[src/rtl/sld_pkg.sv]
// ----------------------------------------------------------------------------
// sld_pkg - shared types and constants of the slew limited motor drive
// Word formats, register indexes, power limits and the linearization table.
// ----------------------------------------------------------------------------
package sld_pkg;

    localparam int TABLE_ENTRIES = 101;
    localparam int TABLE_IDX_W   = $clog2(TABLE_ENTRIES);
    localparam int CFG_DATA_W    = 10;
    localparam int CFG_IDX_W     = 2;
    localparam int POWER_W       = 16;
    localparam int TARGET_W      = 8;
    localparam int LIM_W         = 20;
    localparam int STATE_W       = POWER_W + TARGET_W;

    localparam logic signed [POWER_W-1:0] POWER_LIMIT = 16'sd25600;

    localparam logic       SLEW_ENABLE_RST = 1'b1;
    localparam logic [9:0] SLEW_STEP_RST   = 10'd171;
    localparam logic       REVERSED_RST    = 1'b0;
    localparam logic [3:0] MOTOR_PORT_RST  = 4'd0;

    typedef enum logic [CFG_IDX_W-1:0] {
        CFG_SLEW_ENABLE = 2'd0,
        CFG_SLEW_STEP   = 2'd1,
        CFG_REVERSED    = 2'd2,
        CFG_MOTOR_PORT  = 2'd3
    } t_cfg_idx;

    typedef struct packed {
        logic              func;
        logic signed [7:0] req_power;
        logic [9:0]        interval_ms;
    } t_in_word;

    typedef struct packed {
        logic               drive_valid;
        logic [3:0]         drive_port;
        logic signed [7:0]  drive_value;
        logic signed [15:0] current_power;
    } t_out_word;

    localparam logic [6:0] SPEED_TABLE [0:TABLE_ENTRIES-1] = '{
        7'd0,
        7'd0,  7'd0,  7'd0,  7'd0,  7'd0,  7'd0,  7'd0,  7'd0,  7'd17, 7'd17,
        7'd17, 7'd17, 7'd18, 7'd19, 7'd19, 7'd20, 7'd20, 7'd20, 7'd20, 7'd21,
        7'd22, 7'd22, 7'd22, 7'd23, 7'd24, 7'd24, 7'd24, 7'd24, 7'd25, 7'd25,
        7'd26, 7'd26, 7'd27, 7'd27, 7'd28, 7'd28, 7'd28, 7'd28, 7'd29, 7'd29,
        7'd29, 7'd30, 7'd31, 7'd31, 7'd31, 7'd31, 7'd32, 7'd32, 7'd33, 7'd34,
        7'd35, 7'd35, 7'd35, 7'd36, 7'd36, 7'd37, 7'd38, 7'd38, 7'd39, 7'd39,
        7'd40, 7'd41, 7'd41, 7'd42, 7'd43, 7'd44, 7'd45, 7'd45, 7'd46, 7'd47,
        7'd48, 7'd50, 7'd50, 7'd51, 7'd52, 7'd53, 7'd54, 7'd55, 7'd56, 7'd57,
        7'd57, 7'd58, 7'd61, 7'd61, 7'd62, 7'd62, 7'd64, 7'd65, 7'd66, 7'd66,
        7'd68, 7'd69, 7'd69, 7'd69, 7'd70, 7'd85, 7'd90, 7'd100, 7'd100, 7'd100
    };

endpackage

[src/rtl/slew_limited_motor_drive.sv]
// ----------------------------------------------------------------------------
// slew_limited_motor_drive - slew limited power ramp with drive linearization
// Usage:
//   input channel  i_valid / o_stall / i_word : set-target words (func 0)
//     and update ticks (func 1 with elapsed milliseconds)
//   output channel o_valid / i_stall / o_word : one word per input word;
//     ticks carry the linearized drive command, set-target words report
//     the present power with drive_valid low
//   config port i_cfg_we / i_cfg_idx / i_cfg_data, written while idle:
//     0 slew enable, 1 slew step, 2 direction reversed, 3 motor port
// A word accepted into the read stage register moves on through the update
// stage register to the output register.
// Throughput is one word per cycle unless the output stalls; power and target
// sit in a one entry ram that each word reads on acceptance and writes back as
// it leaves the read stage, with a bypass for the word that follows directly.
// Reset clears config to its defaults and power and target to zero,
// no clearing pass is needed.
// When the receiver stalls the result holds, up to two more words are still
// taken into the pipeline, then o_stall rises.
// ----------------------------------------------------------------------------
module slew_limited_motor_drive
    import sld_pkg::*;
(
    input  logic                  i_clk,
    input  logic                  i_rst_n,
    input  logic                  i_valid,
    output logic                  o_stall,
    input  t_in_word              i_word,
    output logic                  o_valid,
    input  logic                  i_stall,
    output t_out_word             o_word,
    input  logic                  i_cfg_we,
    input  logic [CFG_IDX_W-1:0]  i_cfg_idx,
    input  logic [CFG_DATA_W-1:0] i_cfg_data
);

    typedef struct packed {
        logic                       func;
        logic signed [TARGET_W-1:0] req_power;
        logic [LIM_W-1:0]           lim;
    } t_s1;

    typedef struct packed {
        logic                      tick;
        logic signed [POWER_W-1:0] power;
    } t_s2;

    logic       r_slew_en;
    logic [9:0] r_slew_step;
    logic       r_reversed;
    logic [3:0] r_motor_port;

    logic      r_s1_v, r_s2_v, r_out_v;
    t_s1       r_s1;
    t_s2       r_s2;
    t_out_word r_out;

    logic               r_byp_sel;
    logic               r_mem_ok;
    logic [STATE_W-1:0] r_byp_data;

    logic ld3, ld2, ld1, s1_go, accept;

    logic [STATE_W-1:0] ram_q;
    logic [STATE_W-1:0] wr_data;
    logic [STATE_W-1:0] state_q;

    logic signed [POWER_W-1:0]  pw, tq, pw_upd, pw_clamp;
    logic signed [TARGET_W-1:0] tgt, n_tgt;
    logic [POWER_W-1:0]         mag_tq, mag_pw;
    logic signed [POWER_W:0]    diff;
    logic [POWER_W:0]           mag_diff, chg;
    logic signed [POWER_W+1:0]  stepped;
    logic                       cancel;

    logic [POWER_W-1:0]     mag_out;
    logic [POWER_W-1:0]     rnd;
    logic [7:0]             m_pct;
    logic [TABLE_IDX_W-1:0] tbl_idx;
    logic [6:0]             tbl_val;
    logic                   out_neg;
    t_out_word              n_out;

    // handshake and pipeline advance
    assign ld3    = !r_out_v || !i_stall;
    assign ld2    = !r_s2_v || ld3;
    assign ld1    = !r_s1_v || ld2;
    assign s1_go  = r_s1_v && ld2;
    assign accept = i_valid && ld1;
    assign o_stall = !ld1;

    always_ff @(posedge i_clk) begin
        if (!i_rst_n) begin
            r_slew_en    <= SLEW_ENABLE_RST;
            r_slew_step  <= SLEW_STEP_RST;
            r_reversed   <= REVERSED_RST;
            r_motor_port <= MOTOR_PORT_RST;
        end else if (i_cfg_we) begin
            case (t_cfg_idx'(i_cfg_idx))
                CFG_SLEW_ENABLE: r_slew_en    <= i_cfg_data[0];
                CFG_SLEW_STEP:   r_slew_step  <= i_cfg_data[9:0];
                CFG_REVERSED:    r_reversed   <= i_cfg_data[0];
                CFG_MOTOR_PORT:  r_motor_port <= i_cfg_data[3:0];
                default: ;
            endcase
        end
    end

    sld_ram #(
        .WIDTH (STATE_W),
        .DEPTH (1)
    ) u_state_ram (
        .i_clk   (i_clk),
        .i_we    (s1_go),
        .i_waddr (1'b0),
        .i_wdata (wr_data),
        .i_re    (accept),
        .i_raddr (1'b0),
        .o_rdata (ram_q)
    );

    always_ff @(posedge i_clk) begin
        if (!i_rst_n) begin
            r_s1_v   <= 1'b0;
            r_s2_v   <= 1'b0;
            r_out_v  <= 1'b0;
            r_mem_ok <= 1'b0;
        end else begin
            if (ld1) begin
                r_s1_v <= i_valid;
            end
            if (ld2) begin
                r_s2_v <= r_s1_v;
            end
            if (ld3) begin
                r_out_v <= r_s2_v;
            end
            if (s1_go) begin
                r_mem_ok <= 1'b1;
            end
        end
    end

    always_ff @(posedge i_clk) begin
        if (accept) begin
            r_s1.func      <= i_word.func;
            r_s1.req_power <= i_word.req_power;
            r_s1.lim       <= LIM_W'(r_slew_step) * LIM_W'(i_word.interval_ms);
            r_byp_sel      <= s1_go;
            r_byp_data     <= wr_data;
        end
        if (s1_go) begin
            r_s2.tick  <= r_s1.func;
            r_s2.power <= pw_clamp;
        end
        if (ld3 && r_s2_v) begin
            r_out <= n_out;
        end
    end

    // state read with bypass of the write-back from the word just ahead
    always_comb begin
        if (r_byp_sel) begin
            state_q = r_byp_data;
        end else if (r_mem_ok) begin
            state_q = ram_q;
        end else begin
            state_q = '0;
        end
        pw  = state_q[POWER_W-1:0];
        tgt = state_q[STATE_W-1:POWER_W];
    end

    // slew rule
    always_comb begin
        tq       = {tgt, 8'h00};
        mag_tq   = tq[POWER_W-1] ? POWER_W'(-tq) : POWER_W'(tq);
        mag_pw   = pw[POWER_W-1] ? POWER_W'(-pw) : POWER_W'(pw);
        cancel   = (tq == '0 && pw == '0) || (tq > 0 && pw < 0) || (tq < 0 && pw > 0);
        diff     = (POWER_W+1)'(tq) - (POWER_W+1)'(pw);
        mag_diff = diff[POWER_W] ? (POWER_W+1)'(-diff) : (POWER_W+1)'(diff);
        chg      = (r_s1.lim < LIM_W'(mag_diff)) ? r_s1.lim[POWER_W:0] : mag_diff;
        stepped  = diff[POWER_W] ? (POWER_W+2)'(pw) - (POWER_W+2)'({1'b0, chg})
                                 : (POWER_W+2)'(pw) + (POWER_W+2)'({1'b0, chg});
        n_tgt    = tgt;
        pw_upd   = pw;
        if (!r_s1.func) begin
            n_tgt = r_s1.req_power;
            if (!r_slew_en) begin
                pw_upd = {r_s1.req_power, 8'h00};
            end
        end else if (r_slew_en) begin
            if (cancel) begin
                pw_upd = '0;
            end else if (mag_tq < mag_pw) begin
                pw_upd = tq;
            end else begin
                pw_upd = stepped[POWER_W-1:0];
            end
        end
        pw_clamp = pw_upd;
        if (r_s1.func) begin
            if (pw_upd > POWER_LIMIT) begin
                pw_clamp = POWER_LIMIT;
            end else if (pw_upd < -POWER_LIMIT) begin
                pw_clamp = -POWER_LIMIT;
            end
        end
        wr_data = {n_tgt, pw_clamp};
    end

    // rounding, reversal and linearization
    always_comb begin
        mag_out = r_s2.power[POWER_W-1] ? POWER_W'(-r_s2.power) : POWER_W'(r_s2.power);
        rnd     = mag_out + POWER_W'(128);
        m_pct   = rnd[15:8];
        if (m_pct > 8'(TABLE_ENTRIES - 1)) begin
            tbl_idx = TABLE_IDX_W'(TABLE_ENTRIES - 1);
        end else begin
            tbl_idx = m_pct[TABLE_IDX_W-1:0];
        end
        tbl_val = SPEED_TABLE[tbl_idx];
        out_neg = r_s2.power[POWER_W-1] ^ r_reversed;
        n_out.current_power = r_s2.power;
        if (r_s2.tick) begin
            n_out.drive_valid = 1'b1;
            n_out.drive_port  = r_motor_port;
            n_out.drive_value = out_neg ? -$signed({1'b0, tbl_val}) : $signed({1'b0, tbl_val});
        end else begin
            n_out.drive_valid = 1'b0;
            n_out.drive_port  = '0;
            n_out.drive_value = '0;
        end
    end

    assign o_valid = r_out_v;
    assign o_word  = r_out;

`ifndef SYNTHESIS
    a_tick_power_limited: assert property (@(posedge i_clk) disable iff (!i_rst_n)
        (s1_go && r_s1.func) |-> (pw_clamp <= POWER_LIMIT && pw_clamp >= -POWER_LIMIT))
        else $error("tick left power beyond limit");

    a_bypass_has_word: assert property (@(posedge i_clk) disable iff (!i_rst_n)
        (r_s1_v && r_byp_sel) |-> r_mem_ok)
        else $error("bypass selected before any state write-back");

    a_s1_held: assert property (@(posedge i_clk) disable iff (!i_rst_n)
        (r_s1_v && !ld2) |=> (r_s1_v && $stable(r_s1) && $stable(state_q)))
        else $error("stalled read stage lost its word or state");

    a_drive_range: assert property (@(posedge i_clk) disable iff (!i_rst_n)
        o_valid |-> (o_word.drive_value <= 8'sd100 && o_word.drive_value >= -8'sd100))
        else $error("drive value out of range");

    a_idle_word: assert property (@(posedge i_clk) disable iff (!i_rst_n)
        (o_valid && !o_word.drive_valid) |-> (o_word.drive_value == '0 && o_word.drive_port == '0))
        else $error("set-target word carries a drive command");
`endif

endmodule

[src/rtl/sld_ram.sv]
// ----------------------------------------------------------------------------
// sld_ram - generic single write port ram with registered read
// One write and one read per cycle; read returns the old data on collision.
// ----------------------------------------------------------------------------
module sld_ram #(
    parameter int WIDTH = 8,
    parameter int DEPTH = 2,
    localparam int AW   = (DEPTH > 1) ? $clog2(DEPTH) : 1
) (
    input  logic             i_clk,
    input  logic             i_we,
    input  logic [AW-1:0]    i_waddr,
    input  logic [WIDTH-1:0] i_wdata,
    input  logic             i_re,
    input  logic [AW-1:0]    i_raddr,
    output logic [WIDTH-1:0] o_rdata
);

    logic [WIDTH-1:0] r_mem [0:DEPTH-1];
    logic [WIDTH-1:0] r_rdata;

    always_ff @(posedge i_clk) begin
        if (i_we) begin
            r_mem[i_waddr] <= i_wdata;
        end
        if (i_re) begin
            r_rdata <= r_mem[i_raddr];
        end
    end

    assign o_rdata = r_rdata;

endmodule

[config.mk]
export PLATFORM = sky130hd
export DESIGN_NAME = slew_limited_motor_drive
export DESIGN_NICKNAME = d
export VERILOG_FILES = /design/src/rtl/sld_pkg.sv /design/src/rtl/slew_limited_motor_drive.sv /design/src/rtl/sld_ram.sv
export SDC_FILE = /design/constraint.sdc
export NUM_CORES = 1
export LEC_CHECK = 0
export BUFFER_PORTS_ARGS = -buffer_cell sky130_fd_sc_hd__buf_2
export CORE_UTILIZATION = 39
export CTS_BUF_LIST = sky130_fd_sc_hd__clkbuf_8
export DETAILED_ROUTE_END_ITERATION = 8
export PLACE_DENSITY_LB_ADDON = 0.2
export SLEW_MARGIN = 5
export SYNTH_ARGS = -nofsm -noshare
export SYNTH_HDL_FRONTEND = slang
export SYNTH_HIERARCHICAL = 1
export SYNTH_SLANG_ARGS = --single-unit
[constraint.sdc]
create_clock -name i_clk -period 22.3 [get_ports i_clk]
set_input_delay 4.46 -clock i_clk [delete_from_list [all_inputs] [get_ports i_clk]]
set_output_delay 4.46 -clock i_clk [all_outputs]
set_load 0.01 [all_outputs]
==> impl_summary.md <==
Place
The global placement routability congestion is 0.932. The placed cell area is 16000 um2. The port buffer count is 66. After legalization and detailed placement, the total HPWL measured 32.3 mm.

STA
The worst pin sits at a relative slew slack of 0.353. The clock skew is 0.0181 ns. After routing, the total negative slack on setup checks comes to 0 ns. The number of pins exceeding their max-slew limit in the final report is 0.

In the finished design, the share of the clock period the worst path needs comes to 0.523. The clock period could shrink to 11.66 ns. The number of hold-slack violations in the final timing report came to 0. For the pin with the worst max-slew slack, the measured transition is 0.967 ns. Static timing analysis puts the maximum clock frequency at 85.8 MHz. Setup violations remaining at the end of the flow were counted as 0. Setup repair after global routing left no endpoint under its margin.

Worst setup path
In this run the critical register-to-register path is captured at n_out[7]. The capturing instance or port of the critical path is n_out[7]. The kind of capture point of the worst setup path is a register.

The largest single stage delay on the critical path is 0.81 ns. For the worst setup path, the data required time is 22.52 ns. The cell with the largest stage delay on the worst path is or4_1. The number of cells on the worst reg-to-reg path is 40. The launch point of the critical path is r_byp_sel. The number of buffers and inverters on the critical path is 5.

The startpoint identified for the worst register-to-register timing path is r_byp_sel. The most frequent cell on the critical path is ha_1. The kind of launch point of the worst setup path is a register. The critical path in this run is classified as register to register. The slack of the worst reg-to-reg path is 10.64 ns. Counting buffers and inverters, the worst setup path is 40 cells deep. In this run the worst path has a maximum fanout of 70. The cell family contributing the most delay on the critical path is simple AND/OR/NAND/NOR gates. The critical path data arrival time is 11.88 ns.

Pwr
Summed over all nets, the switching power comes to 0.00106 W. The share of total power dissipated in combinational logic is 0.663. For this design the ratio of total power to cell area is 132 nW/um2. The largest voltage drop on the vdd net is 50.8 uV. The relative contribution of the clock network to total power is 0.113. The relative contribution of sequential cells to total power is 0.224. Of the total power, the share spent switching nets is 0.486. The total leakage power is 6.82 nW. The internal power of the cells totals 0.00112 W.

Synth
After synthesis the cells add up to 15300 um2. The count of warnings emitted by yosys is 6. The synthesized area per cell is 9.28 um2. The net count of the mapped netlist is 1860. The number of instances in the synthesized netlist is 1649.

Floorplan
67 I/O pins were placed. The initial utilization of the core area, before any placement, comes to 0.396. From bottom edge to top edge, the die measures 200 um.

The number of core rows is 72. After floorplanning, the core was sized to cover 38600 um2. The overall die width is 200 um. The die covers 40100 um2.

Layout
The number of nets in the finished design is 1876. The multi-input combinational cells in the finished layout cover a total of 9650 um2. Of the cells placed in the final design, the portion with a size suffix greater than 1 is 0.0989. The fill cell instance count of the final layout is 3833. The number of antenna diodes in the final layout is 0. The area added between synthesis and finish is 7.59%. The area of all sequential standard cells is 4840 um2.

Once layout is done, the placed cells without fillers occupy 16500 um2. In the layout the commonest cells are nand2_1 (192), edfxtp_1 (148), inv_1 (119). Leaving out fill and tap cells, the most frequent cell in the layout is nand2_1.

CTS
In this run the deepest clock path goes through 2 buffers. The clock root buffer master is clkbuf_8. In this run the number of H-tree levels came out at 4. TritonCTS built the clock tree. The number of setup buffers added after CTS is 0. Counting every sink on the clock net gives 168. Clock-pin slew was measured on the worst setup and hold paths at 0.11 ns. The clock insertion delay at the later pin of the skew report is 0.51 ns. Gates resized during post-CTS repair numbered 0.

After clock tree synthesis, the flow added hold-fix buffers numbering 0. Buffers inserted during clock tree synthesis total 17.

Job
The max-capacitance violation count is 0.

Global route
The initial antenna violation count is 0. Across every metal layer, demand over resource in global routing totals 0.210. The total overflow left after global routing is 0.

The global-route wire length before repair is 66.3 mm. The via count of the first global-routing pass is 12000. Entering global routing, the biggest net connects 71 pins.

Drt
The vias after detailed routing is 12400. After detailed routing, the average wire length per cell comes to 18.9 um. The length of the first detailed-routing pass in iterations is 5. The via count normalized by instance count is 5.65.

The total wire length is 41.4 mm. The DRC violation count after routing is 0. Once detail routing completed, the nets flagged for antenna violations numbered 0.

The detailed router's first-iteration violation count is 827.

Min path
The worst hold path belongs to the class register to register.

Run status
The run finished with clean final reports.
registers in the layout, summed over array words and instances (netlist names), 4 cells and up:
| register | cells |
|---|---|
| n_out | 16 |
| o_word | 29 |
| r_byp_data | 24 |
| r_motor_port | 4 |
| r_s1 | 29 |
| r_slew_step | 10 |
| u_state_ram/o_rdata | 24 |
| u_state_ram/r_mem | 24 |
power by group through the flow:
stage,clock [W],sequential [W],combinational (W)
floorplan,0,0.000470,0.00111
finish,0.000247,0.000488,0.00145
global placement,0,0.000496,0.00142
detailed placement,0,0.000496,0.00143
CTS,0.000257,0.000489,0.00144
global route,0.000265,0.000495,0.00161
through the flow:
| stage | instances | setup WS (ns) | util | hold slack, ns | power [W] |
|---|---|---|---|---|---|
| final | 2196 | 10.64 | 0.426 | 0.418 | 0.00218 |
| after global routing | 2196 | 9.77 | 0.426 | 0.420 | 0.00237 |
| after CTS | 2196 | 10.83 | 0.426 | 0.417 | 0.00218 |
| after detailed placement | 2164 | 10.89 | 0.415 | 0.405 | 0.00192 |
| after global placement | 2164 | 11.13 | 0.415 | 0.401 | 0.00192 |
| after floorplan | 1649 | 12.22 | - | 0.400 | 0.00158 |
final cells by class:
class	count	share of cell area
clock inverters	15	0.0124
repair buffers	79	0.0260
multi-input cells	1276	0.586
flip-flops and latches	168	0.294
clock buffers	17	0.0142
inverters	123	0.0280
well taps	518	0.0393
routing by layer:
metal	track usage	vias up	share of wire	wire length, um
met2	0.346	348	0.47	19600
met5	0	-	0	0
li1	-	5943	-	-
met4	0.0835	0	0.029	1180
met1	0.279	6044	0.45	18500
met3	0.0283	62	0.051	2120
how the worst min path moves through the flow:
stage               depth (start not counted)                       to  slack, ns                     start
CTS                                         0  u_state_ram/o_rdata[20]       0.42  u_state_ram/r_mem[0][20]
floorplan                                   0   u_state_ram/o_rdata[0]       0.40   u_state_ram/r_mem[0][0]
global route                                0  u_state_ram/o_rdata[20]       0.42  u_state_ram/r_mem[0][20]
finish                                      0  u_state_ram/o_rdata[20]       0.42  u_state_ram/r_mem[0][20]
global placement                            0  u_state_ram/o_rdata[14]       0.40  u_state_ram/r_mem[0][14]
detailed placement                          0  u_state_ram/o_rdata[18]       0.40  u_state_ram/r_mem[0][18]
Note: power is estimated with default switching activity, not from simulation.
